==> src/modified_utf8_to_utf8_macros.svh <==
// Assertion helpers shared by the converter.
`ifndef MODIFIED_UTF8_TO_UTF8_MACROS_SVH
`define MODIFIED_UTF8_TO_UTF8_MACROS_SVH

// Consequent must hold in the same cycle as the antecedent.
`define MU8_ASSERT_NOW(label, ante, cons) \
  label: assert property (@(posedge clk_i) disable iff (!rst_ni) (ante) |-> (cons)) \
    else $error("modified_utf8_to_utf8: same-cycle check failed");

// Consequent must hold in the cycle after the antecedent.
`define MU8_ASSERT_NEXT(label, ante, cons) \
  label: assert property (@(posedge clk_i) disable iff (!rst_ni) (ante) |=> (cons)) \
    else $error("modified_utf8_to_utf8: next-cycle check failed");

`endif

==> src/mu8_pkg.sv <==
package mu8_pkg;

  localparam int MaxResults = 4;
  localparam int HeldDepth  = 5;

  localparam logic OP_BYTE = 1'b0;
  localparam logic OP_END  = 1'b1;

  localparam logic [1:0] ST_DATA     = 2'd0;
  localparam logic [1:0] ST_OK       = 2'd1;
  localparam logic [1:0] ST_TRUNC    = 2'd2;
  localparam logic [1:0] ST_BAD_LEAD = 2'd3;

  localparam logic [7:0] BYTE_NUL   = 8'h00;
  localparam logic [7:0] BYTE_CONT  = 8'h80;
  localparam logic [7:0] BYTE_C0    = 8'hC0;
  localparam logic [7:0] BYTE_E0    = 8'hE0;
  localparam logic [7:0] BYTE_F0    = 8'hF0;
  localparam logic [7:0] BYTE_ED    = 8'hED;
  localparam logic [7:0] BYTE_A0    = 8'hA0;
  localparam logic [7:0] BYTE_B0    = 8'hB0;

  typedef struct packed {
    logic [HeldDepth-1:0][7:0] held;
    logic [2:0]                cnt;
    logic [1:0]                err;
  } conv_state_t;

  typedef struct packed {
    logic [7:0] out_byte;
    logic [1:0] status;
    logic       run_last;
  } result_t;

  typedef struct packed {
    logic [2:0]                  n;
    result_t [MaxResults-1:0]    res;
  } bundle_t;

endpackage

==> src/mu8_conv.sv <==
module mu8_conv
  import mu8_pkg::*;
(
  input  logic        op_i,
  input  logic [7:0]  byte_i,
  input  conv_state_t state_i,
  output conv_state_t state_o,
  output bundle_t     bundle_o
);

  logic [7:0] h0, h1, h2, h4;
  logic       lead_two, lead_three, lead_ok, in_ascii, in_lead, hs_lead;
  logic [4:0] plane;
  logic [1:0] end_status;

  assign h0 = state_i.held[0];
  assign h1 = state_i.held[1];
  assign h2 = state_i.held[2];
  assign h4 = state_i.held[4];

  assign lead_two   = (h0 & BYTE_E0) == BYTE_C0;
  assign lead_three = (h0 & BYTE_F0) == BYTE_E0;
  assign lead_ok    = lead_two || lead_three;
  assign in_ascii   = (byte_i & BYTE_CONT) == 8'h00;
  assign in_lead    = ((byte_i & BYTE_E0) == BYTE_C0) || ((byte_i & BYTE_F0) == BYTE_E0);
  assign hs_lead    = (h0 == BYTE_ED) && ((h1 & BYTE_F0) == BYTE_A0);

  // Supplementary plane number: high surrogate field plus one.
  assign plane = 5'(h1[3:0]) + 5'd1;

  always_comb begin
    if (state_i.err != ST_DATA) begin
      end_status = state_i.err;
    end else if (state_i.cnt != 3'd0) begin
      end_status = ST_TRUNC;
    end else begin
      end_status = ST_OK;
    end
  end

  always_comb begin
    logic [2:0] n;
    result_t [MaxResults-1:0] res;
    n       = 3'd0;
    res     = '0;
    state_o = state_i;
    if (op_i == OP_BYTE) begin
      if (state_i.err == ST_DATA) begin
        if (state_i.cnt == 3'd0) begin
          if (in_ascii) begin
            res[0].out_byte = byte_i;
            n = 3'd1;
          end else if (in_lead) begin
            state_o.held[0] = byte_i;
            state_o.cnt     = 3'd1;
          end else begin
            state_o.err = ST_BAD_LEAD;
          end
        end else if (lead_two) begin
          if (h0 == BYTE_C0 && byte_i == BYTE_CONT) begin
            res[0].out_byte = BYTE_NUL;
            n = 3'd1;
          end else begin
            res[0].out_byte = h0;
            res[1].out_byte = byte_i;
            n = 3'd2;
          end
          state_o.cnt = 3'd0;
        end else begin
          case (state_i.cnt)
            3'd1: begin
              state_o.held[1] = byte_i;
              state_o.cnt     = 3'd2;
            end
            3'd2: begin
              state_o.held[2] = byte_i;
              if (hs_lead) begin
                state_o.cnt = 3'd3;
              end else begin
                res[0].out_byte = h0;
                res[1].out_byte = h1;
                res[2].out_byte = byte_i;
                n = 3'd3;
                state_o.cnt = 3'd0;
              end
            end
            3'd3: begin
              state_o.held[3] = byte_i;
              if (byte_i == BYTE_ED) begin
                state_o.cnt = 3'd4;
              end else begin
                // Lone high surrogate: flush it, then treat this byte as a fresh one.
                res[0].out_byte = h0;
                res[1].out_byte = h1;
                res[2].out_byte = h2;
                n = 3'd3;
                state_o.cnt = 3'd0;
                if (in_ascii) begin
                  res[3].out_byte = byte_i;
                  n = 3'd4;
                end else if (in_lead) begin
                  state_o.held[0] = byte_i;
                  state_o.cnt     = 3'd1;
                end else begin
                  state_o.err = ST_BAD_LEAD;
                end
              end
            end
            3'd4: begin
              state_o.held[4] = byte_i;
              if ((byte_i & BYTE_F0) == BYTE_B0) begin
                state_o.cnt = 3'd5;
              end else begin
                // Flush the high surrogate; the replayed ED starts a new
                // three-byte sequence with this byte as its second byte.
                res[0].out_byte = h0;
                res[1].out_byte = h1;
                res[2].out_byte = h2;
                n = 3'd3;
                state_o.held[0] = BYTE_ED;
                state_o.held[1] = byte_i;
                state_o.cnt     = 3'd2;
              end
            end
            default: begin
              res[0].out_byte = BYTE_F0 | 8'(plane[4:2]);
              res[1].out_byte = BYTE_CONT | {2'b00, plane[1:0], h2[5:2]};
              res[2].out_byte = BYTE_CONT | {2'b00, h2[1:0], h4[3:0]};
              res[3].out_byte = BYTE_CONT | {2'b00, byte_i[5:0]};
              n = 3'd4;
              state_o.cnt = 3'd0;
            end
          endcase
        end
      end
    end else begin
      if (state_i.err == ST_DATA && state_i.cnt >= 3'd3 && lead_ok && !lead_two) begin
        res[0].out_byte = h0;
        res[1].out_byte = h1;
        res[2].out_byte = h2;
        // A replayed ED leaves a sequence open, so the string is truncated.
        res[3].status   = (state_i.cnt >= 3'd4) ? ST_TRUNC : ST_OK;
        n = 3'd4;
      end else begin
        res[0].status = end_status;
        n = 3'd1;
      end
      state_o.cnt = 3'd0;
      state_o.err = ST_DATA;
    end
    for (int k = 0; k < MaxResults; k++) begin
      res[k].run_last = (3'(k) + 3'd1 == n);
    end
    bundle_o.n   = n;
    bundle_o.res = res;
  end

endmodule

==> src/modified_utf8_to_utf8.sv <==
// Channel   Direction  Handshake                 Payload
// input     in         in_valid_i / in_stall_o   op_i, data_byte_i
// output    out        out_valid_o / out_stall_i out_byte_o, status_o, run_last_o
//
// An item is converted from the input register once the queue has room for its
// results, which are registered into the queue and shown from its head.
// One item is taken per cycle while the result queue has room for four results;
// the queue drains one result per cycle unless the output stalls, which bounds the output rate.
// Reset empties the input register and the queue and starts a new string.
// A stall on the output holds items back only once the queue has no room for four more results.
`include "modified_utf8_to_utf8_macros.svh"

module modified_utf8_to_utf8
  import mu8_pkg::*;
#(
  parameter int QueueDepth = 8
) (
  input  logic       clk_i,
  input  logic       rst_ni,
  input  logic       in_valid_i,
  output logic       in_stall_o,
  input  logic       op_i,
  input  logic [7:0] data_byte_i,
  output logic       out_valid_o,
  input  logic       out_stall_i,
  output logic [7:0] out_byte_o,
  output logic [1:0] status_o,
  output logic       run_last_o
);

  localparam int CntW = $clog2(QueueDepth + 1);

  logic        in_valid_q;
  logic        op_q;
  logic [7:0]  byte_q;
  logic        in_accept;
  logic        advance;

  conv_state_t state_q, state_d;
  bundle_t     bundle;

  result_t [QueueDepth-1:0] q_q, q_d, shifted;
  logic [CntW-1:0]          cnt_q, cnt_d;
  logic                     pop;
  logic [CntW-1:0]          push_n;
  logic [CntW-1:0]          base;

  mu8_conv u_conv (
    .op_i     (op_q),
    .byte_i   (byte_q),
    .state_i  (state_q),
    .state_o  (state_d),
    .bundle_o (bundle)
  );

  // The register holding an item advances only when the queue can take its
  // largest burst of results.
  assign advance    = in_valid_q && (cnt_q <= CntW'(QueueDepth - MaxResults));
  assign in_stall_o = in_valid_q && !advance;
  assign in_accept  = in_valid_i && !in_stall_o;

  assign out_valid_o = cnt_q != '0;
  assign out_byte_o  = q_q[0].out_byte;
  assign status_o    = q_q[0].status;
  assign run_last_o  = q_q[0].run_last;

  assign pop    = out_valid_o && !out_stall_i;
  assign push_n = advance ? CntW'(bundle.n) : '0;
  assign base   = cnt_q - CntW'(pop);
  assign cnt_d  = base + push_n;

  always_comb begin
    for (int i = 0; i < QueueDepth - 1; i++) begin
      shifted[i] = q_q[i+1];
    end
    shifted[QueueDepth-1] = q_q[QueueDepth-1];
  end

  always_comb begin
    int off;
    for (int i = 0; i < QueueDepth; i++) begin
      off = i - int'(base);
      if (i < int'(base)) begin
        q_d[i] = pop ? shifted[i] : q_q[i];
      end else if (off < int'(push_n)) begin
        q_d[i] = bundle.res[off[1:0]];
      end else begin
        q_d[i] = q_q[i];
      end
    end
  end

  always_ff @(posedge clk_i or negedge rst_ni) begin
    if (!rst_ni) begin
      in_valid_q <= 1'b0;
      cnt_q      <= '0;
      state_q    <= '0;
    end else begin
      if (in_accept) begin
        in_valid_q <= 1'b1;
      end else if (advance) begin
        in_valid_q <= 1'b0;
      end
      cnt_q <= cnt_d;
      if (advance) begin
        state_q <= state_d;
      end
    end
  end

  always_ff @(posedge clk_i) begin
    if (in_accept) begin
      op_q   <= op_i;
      byte_q <= data_byte_i;
    end
    q_q <= q_d;
  end

  `MU8_ASSERT_NOW(a_queue_bound, 1'b1, cnt_q <= CntW'(QueueDepth))
  `MU8_ASSERT_NOW(a_held_bound, 1'b1, state_q.cnt <= 3'd5)
  `MU8_ASSERT_NOW(a_error_empty, state_q.err != ST_DATA, state_q.cnt == 3'd0)
  `MU8_ASSERT_NEXT(a_end_clears, advance && op_q == OP_END,
                   state_q.cnt == 3'd0 && state_q.err == ST_DATA)

endmodule

==> config.mk <==
export PLATFORM = sky130hd
export DESIGN_NAME = modified_utf8_to_utf8
export DESIGN_NICKNAME = d
export VERILOG_FILES = /design/src/mu8_pkg.sv /design/src/mu8_conv.sv /design/src/modified_utf8_to_utf8.sv
export VERILOG_INCLUDE_DIRS = /design/src /design/src/src
export SDC_FILE = /design/constraint.sdc
export NUM_CORES = 1
export LEC_CHECK = 0
export BUFFER_PORTS_ARGS = -buffer_cell sky130_fd_sc_hd__buf_2
export CORE_ASPECT_RATIO = 0.9
export CORE_MARGIN = 4
export CORE_UTILIZATION = 27
export CTS_CLUSTER_DIAMETER = 150
export DETAILED_ROUTE_END_ITERATION = 10
export GPL_ROUTABILITY_DRIVEN = 0
export PLACE_DENSITY = 0.42
export SLEW_MARGIN = 20
export SYNTH_ARGS = -nofsm -noshare
export SYNTH_HDL_FRONTEND = slang
export SYNTH_SLANG_ARGS = --single-unit
export TNS_END_PERCENT = 1
==> constraint.sdc <==
create_clock -name clk_i -period 4.6 [get_ports clk_i]
set_clock_uncertainty 0.05 [all_clocks]
set_input_delay 0.92 -clock clk_i [delete_from_list [all_inputs] [get_ports clk_i]]
set_output_delay 0.92 -clock clk_i [all_outputs]
set_load 0.1 [all_outputs]
==> metrics.yaml <==
yosys:
  synth_cell_types: 84
  ys_seq_area_share_pct: 44.32
  synth-edff-count: 97
  syn-instance-count: 894
  ys_ff_latch: 135
  synth.avg_cell_area_sq_um: 9.752
  synth-async-reset-ratio_pct: 28.15
  synth.net_count: 936
  netlist_area_sq_mm: 0.008718
  synth_warnings: 0
  synthFlopType: "edfxtp_1"
worst_setup_path:
  slowest_stage: "edfxtp_1"
  path_max_fanout: 13
  arrival_ns: 4.02
  path_class: "reg2reg"
  critPathCaptureType: "flop"
  cp.required_ns: 4.66
  cp-start-kind: "flop"
  cp_common_cell: "o21ai_0"
  max_stage_delay_ns: 0.60
  crit_chain: "or3_4 -> nor2_2 -> o21a_1 -> nand4_1 -> ha_1 -> inv_1 -> o21bai_1 -> a211o_1 -> o21ai_0 -> o21ai_0 -> o21ai_1 -> buf_4"
layout:
  n_antenna_cell: 0
  fillers: 3266
  syn_to_final_growth_pct: 13.35
  nets: 948
  instances_no_fill: 1335
  regArea_sq_mm: 0.003864
  final_cell_mix: "edfxtp_1 (97), nor2_1 (92), nand2_1 (87)"
  drive_above_1_share_pct: 19.26
  multi_input_area_sq_mm: 0.004414
  final_common_cell: "edfxtp_1"
grt:
  overflow: 0
  track_usage_pct: 17.09
  grt_pass1_vias: 6863
  antenna_found_initial: 0
  grt_max_degree: 41
  grt_pass1_wl_mm: 45.50
clocking:
  worstSkewPairLatency_ns: 0.42
  cts_tree: "yes"
  cts_hold_buf: 0
  numCtsBuffers: 17
  path_clk_slew_ns: 0.07
  cts-root-buf: "clkbuf_16"
  h-tree-depth: 4
  clkSinkCount: 135
  cts_buffer_depth: 2
  post-cts-setup-buffers: 0
  postCtsResizedCells: 0
place:
  port_buffers: 25
  placed_cells: 1303
  hpwlAfterDp_mm: 21.78
die:
  rows: 62
  die_y_um: 178.5
  die_x_um: 197.4
  die_area_sq_mm: 0.03523
  core_area_sq_mm: 0.03188
  initial_core_util_pct: 27.34
  pin_count: 26
sta:
  tightestPinTransition_ns: 0.9513
  maxSlewViolCount: 0
  clock.fmax_mhz: 252.6
  finalSetupViolCount: 0
  relSlewSlack_pct: 36.19
  rsz0062_at_grt: "no"
  period_needed_ns: 3.959
  post-route-period-util_pct: 86.06
  finalHoldViolations: 0
detailed_routing:
  routedWlPerCell_um: 22.42
  vias: 7268
  drcViolationCount: 0
  ant_nets: 0
  first_pass_iters: 5
  vias_per_cell: 5.444
  drt-total-wl_mm: 29.93
  drt_iter0_markers: 779
min_path:
  hold_path_class: "reg2reg"
status:
  outcome: "completed"
job:
  cap_violations: 0
==> cell families (layout without fill, tap and decap cells) <==
| kind of cell | count (synthesis) | count (layout) | synth area share (%) |
|---|---|---|---|
| XOR/XNOR | 8 | 8 | 0.8037 |
| AO/OA/AOI/OAI | 288 | 288 | 22.27 |
| flip-flops | 135 | 135 | 44.32 |
| adder cells (fa/ha/maj) | 29 | 29 | 4.248 |
| AND/OR/NAND/NOR | 282 | 282 | 16.26 |
| multiplexers | 54 | 54 | 6.874 |
| buffers and inverters | 98 | 123 | 5.224 |
==> cell usage after synthesis (4+ instances only) <==
| master | instances | area (sq um) |
|---|---|---|
| nand2b_1 | 7 | 43.79 |
| dfrtp_1 | 38 | 950.9 |
| o221ai_1 | 5 | 43.79 |
| o31ai_1 | 14 | 105.1 |
| a21oi_1 | 74 | 370.4 |
| buf_2 | 7 | 35.03 |
| clkbuf_1 | 41 | 153.9 |
| and3_1 | 8 | 50.05 |
| buf_4 | 15 | 112.6 |
| nor3_4 | 6 | 97.59 |
| nor3_1 | 9 | 45.04 |
| inv_1 | 26 | 97.59 |
| a22o_1 | 8 | 70.07 |
| nand2_1 | 87 | 326.6 |
| a211oi_1 | 17 | 127.6 |
| edfxtp_1 | 97 | 2913 |
| or2_2 | 5 | 31.28 |
| a22oi_1 | 13 | 97.59 |
| ha_1 | 28 | 350.3 |
| nor2_1 | 92 | 345.3 |
| a31oi_1 | 25 | 156.4 |
| a21o_1 | 9 | 67.56 |
| nand4b_1 | 5 | 43.79 |
| o21ai_0 | 43 | 215.2 |
| xnor2_1 | 5 | 43.79 |
| o21bai_1 | 5 | 37.54 |
| a32oi_1 | 5 | 43.79 |
| nand3_1 | 21 | 105.1 |
| nand4_1 | 4 | 25.02 |
| o21ai_1 | 4 | 20.02 |
| mux2_2 | 47 | 529.3 |
| o21a_1 | 9 | 67.56 |
| o211ai_1 | 13 | 97.59 |
| mux2i_1 | 7 | 70.07 |
| and2_1 | 8 | 50.05 |
| buf_1 | 4 | 15.01 |
| o22ai_1 | 5 | 31.28 |
==> cell type report <==
class,count,area share [%]
Clock inverter,14,1.405
Timing Repair Buffer,63,4.153
Tap cell,416,5.267
Clock buffer,18,4.343
Inverter,28,1.064
Multi-Input combinational cell,661,44.67
Sequential cell,135,39.10
==> final timing paths <==
| kind | end | slack [ns] | start | cells past startpoint |
|---|---|---|---|---|
| setup reg to reg | q_q[58] | 0.64 | op_q | 12 |
| min in group asynchronous | state_q[20] | 0.59 | rst_ni | 1 |
| max in group asynchronous | cnt_q[0] | 3.32 | rst_ni | 1 |
| hold / removal | state_q[39] | 0.46 | state_q[39] | 1 |
| setup / recovery | q_q[58] | 0.64 | op_q | 12 |
| hold reg to reg | state_q[39] | 0.46 | state_q[39] | 1 |
==> critical path, delay by kind of cell (launching register included) <==
family,cells,cell delay (ns)
AO/OA/AOI/OAI,6,0.98
adder cells (fa/ha/maj),1,0.41
AND/OR/NAND/NOR,3,1.29
flip-flops,1,0.60
buffers and inverters,2,0.31
==> per-layer routing <==
layer / global-route usage (%) / vias up / part of all wire [%]
met3: 2.304 / 27 / 4.5
met1: 24.35 / 3613 / 47
li1: - / 3373 / -
met4: 4.015 / 0 / 1.3
met2: 27.63 / 255 / 47
met5: 0 / - / 0
==> through the flow <==
step | util [%] | setup slack [ns] | hold WS, ns | instance area (sq um) | setup TNS, ns
final | 30.99 | 0.6412 | 0.4635 | 9882 | 0
after global routing | 30.99 | 0.4188 | 0.4727 | 9882 | 0
after CTS | 30.99 | 0.6567 | 0.4648 | 9882 | 0
after detailed placement | 29.21 | 0.5373 | 0.4486 | 9314 | 0
after global placement | 29.21 | 0.5500 | 0.4413 | 9314 | 0
after floorplan | - | -0.01258 | 0.4297 | 8738 | -0.2177
==> state kept, by name, summed over array words and instances, names as in the netlist <==
| register | count |
|---|---|
| byte_q | 8 |
| cnt_q | 4 |
| in_valid_q | 1 |
| op_q | 1 |
| out_byte_o | 8 |
| q_q | 77 |
| run_last_o | 1 |
| state_q | 33 |
| status_o | 2 |
Power is not shown: default switching activity piles up to over one toggle a cycle in this logic, so the estimate is an artifact.
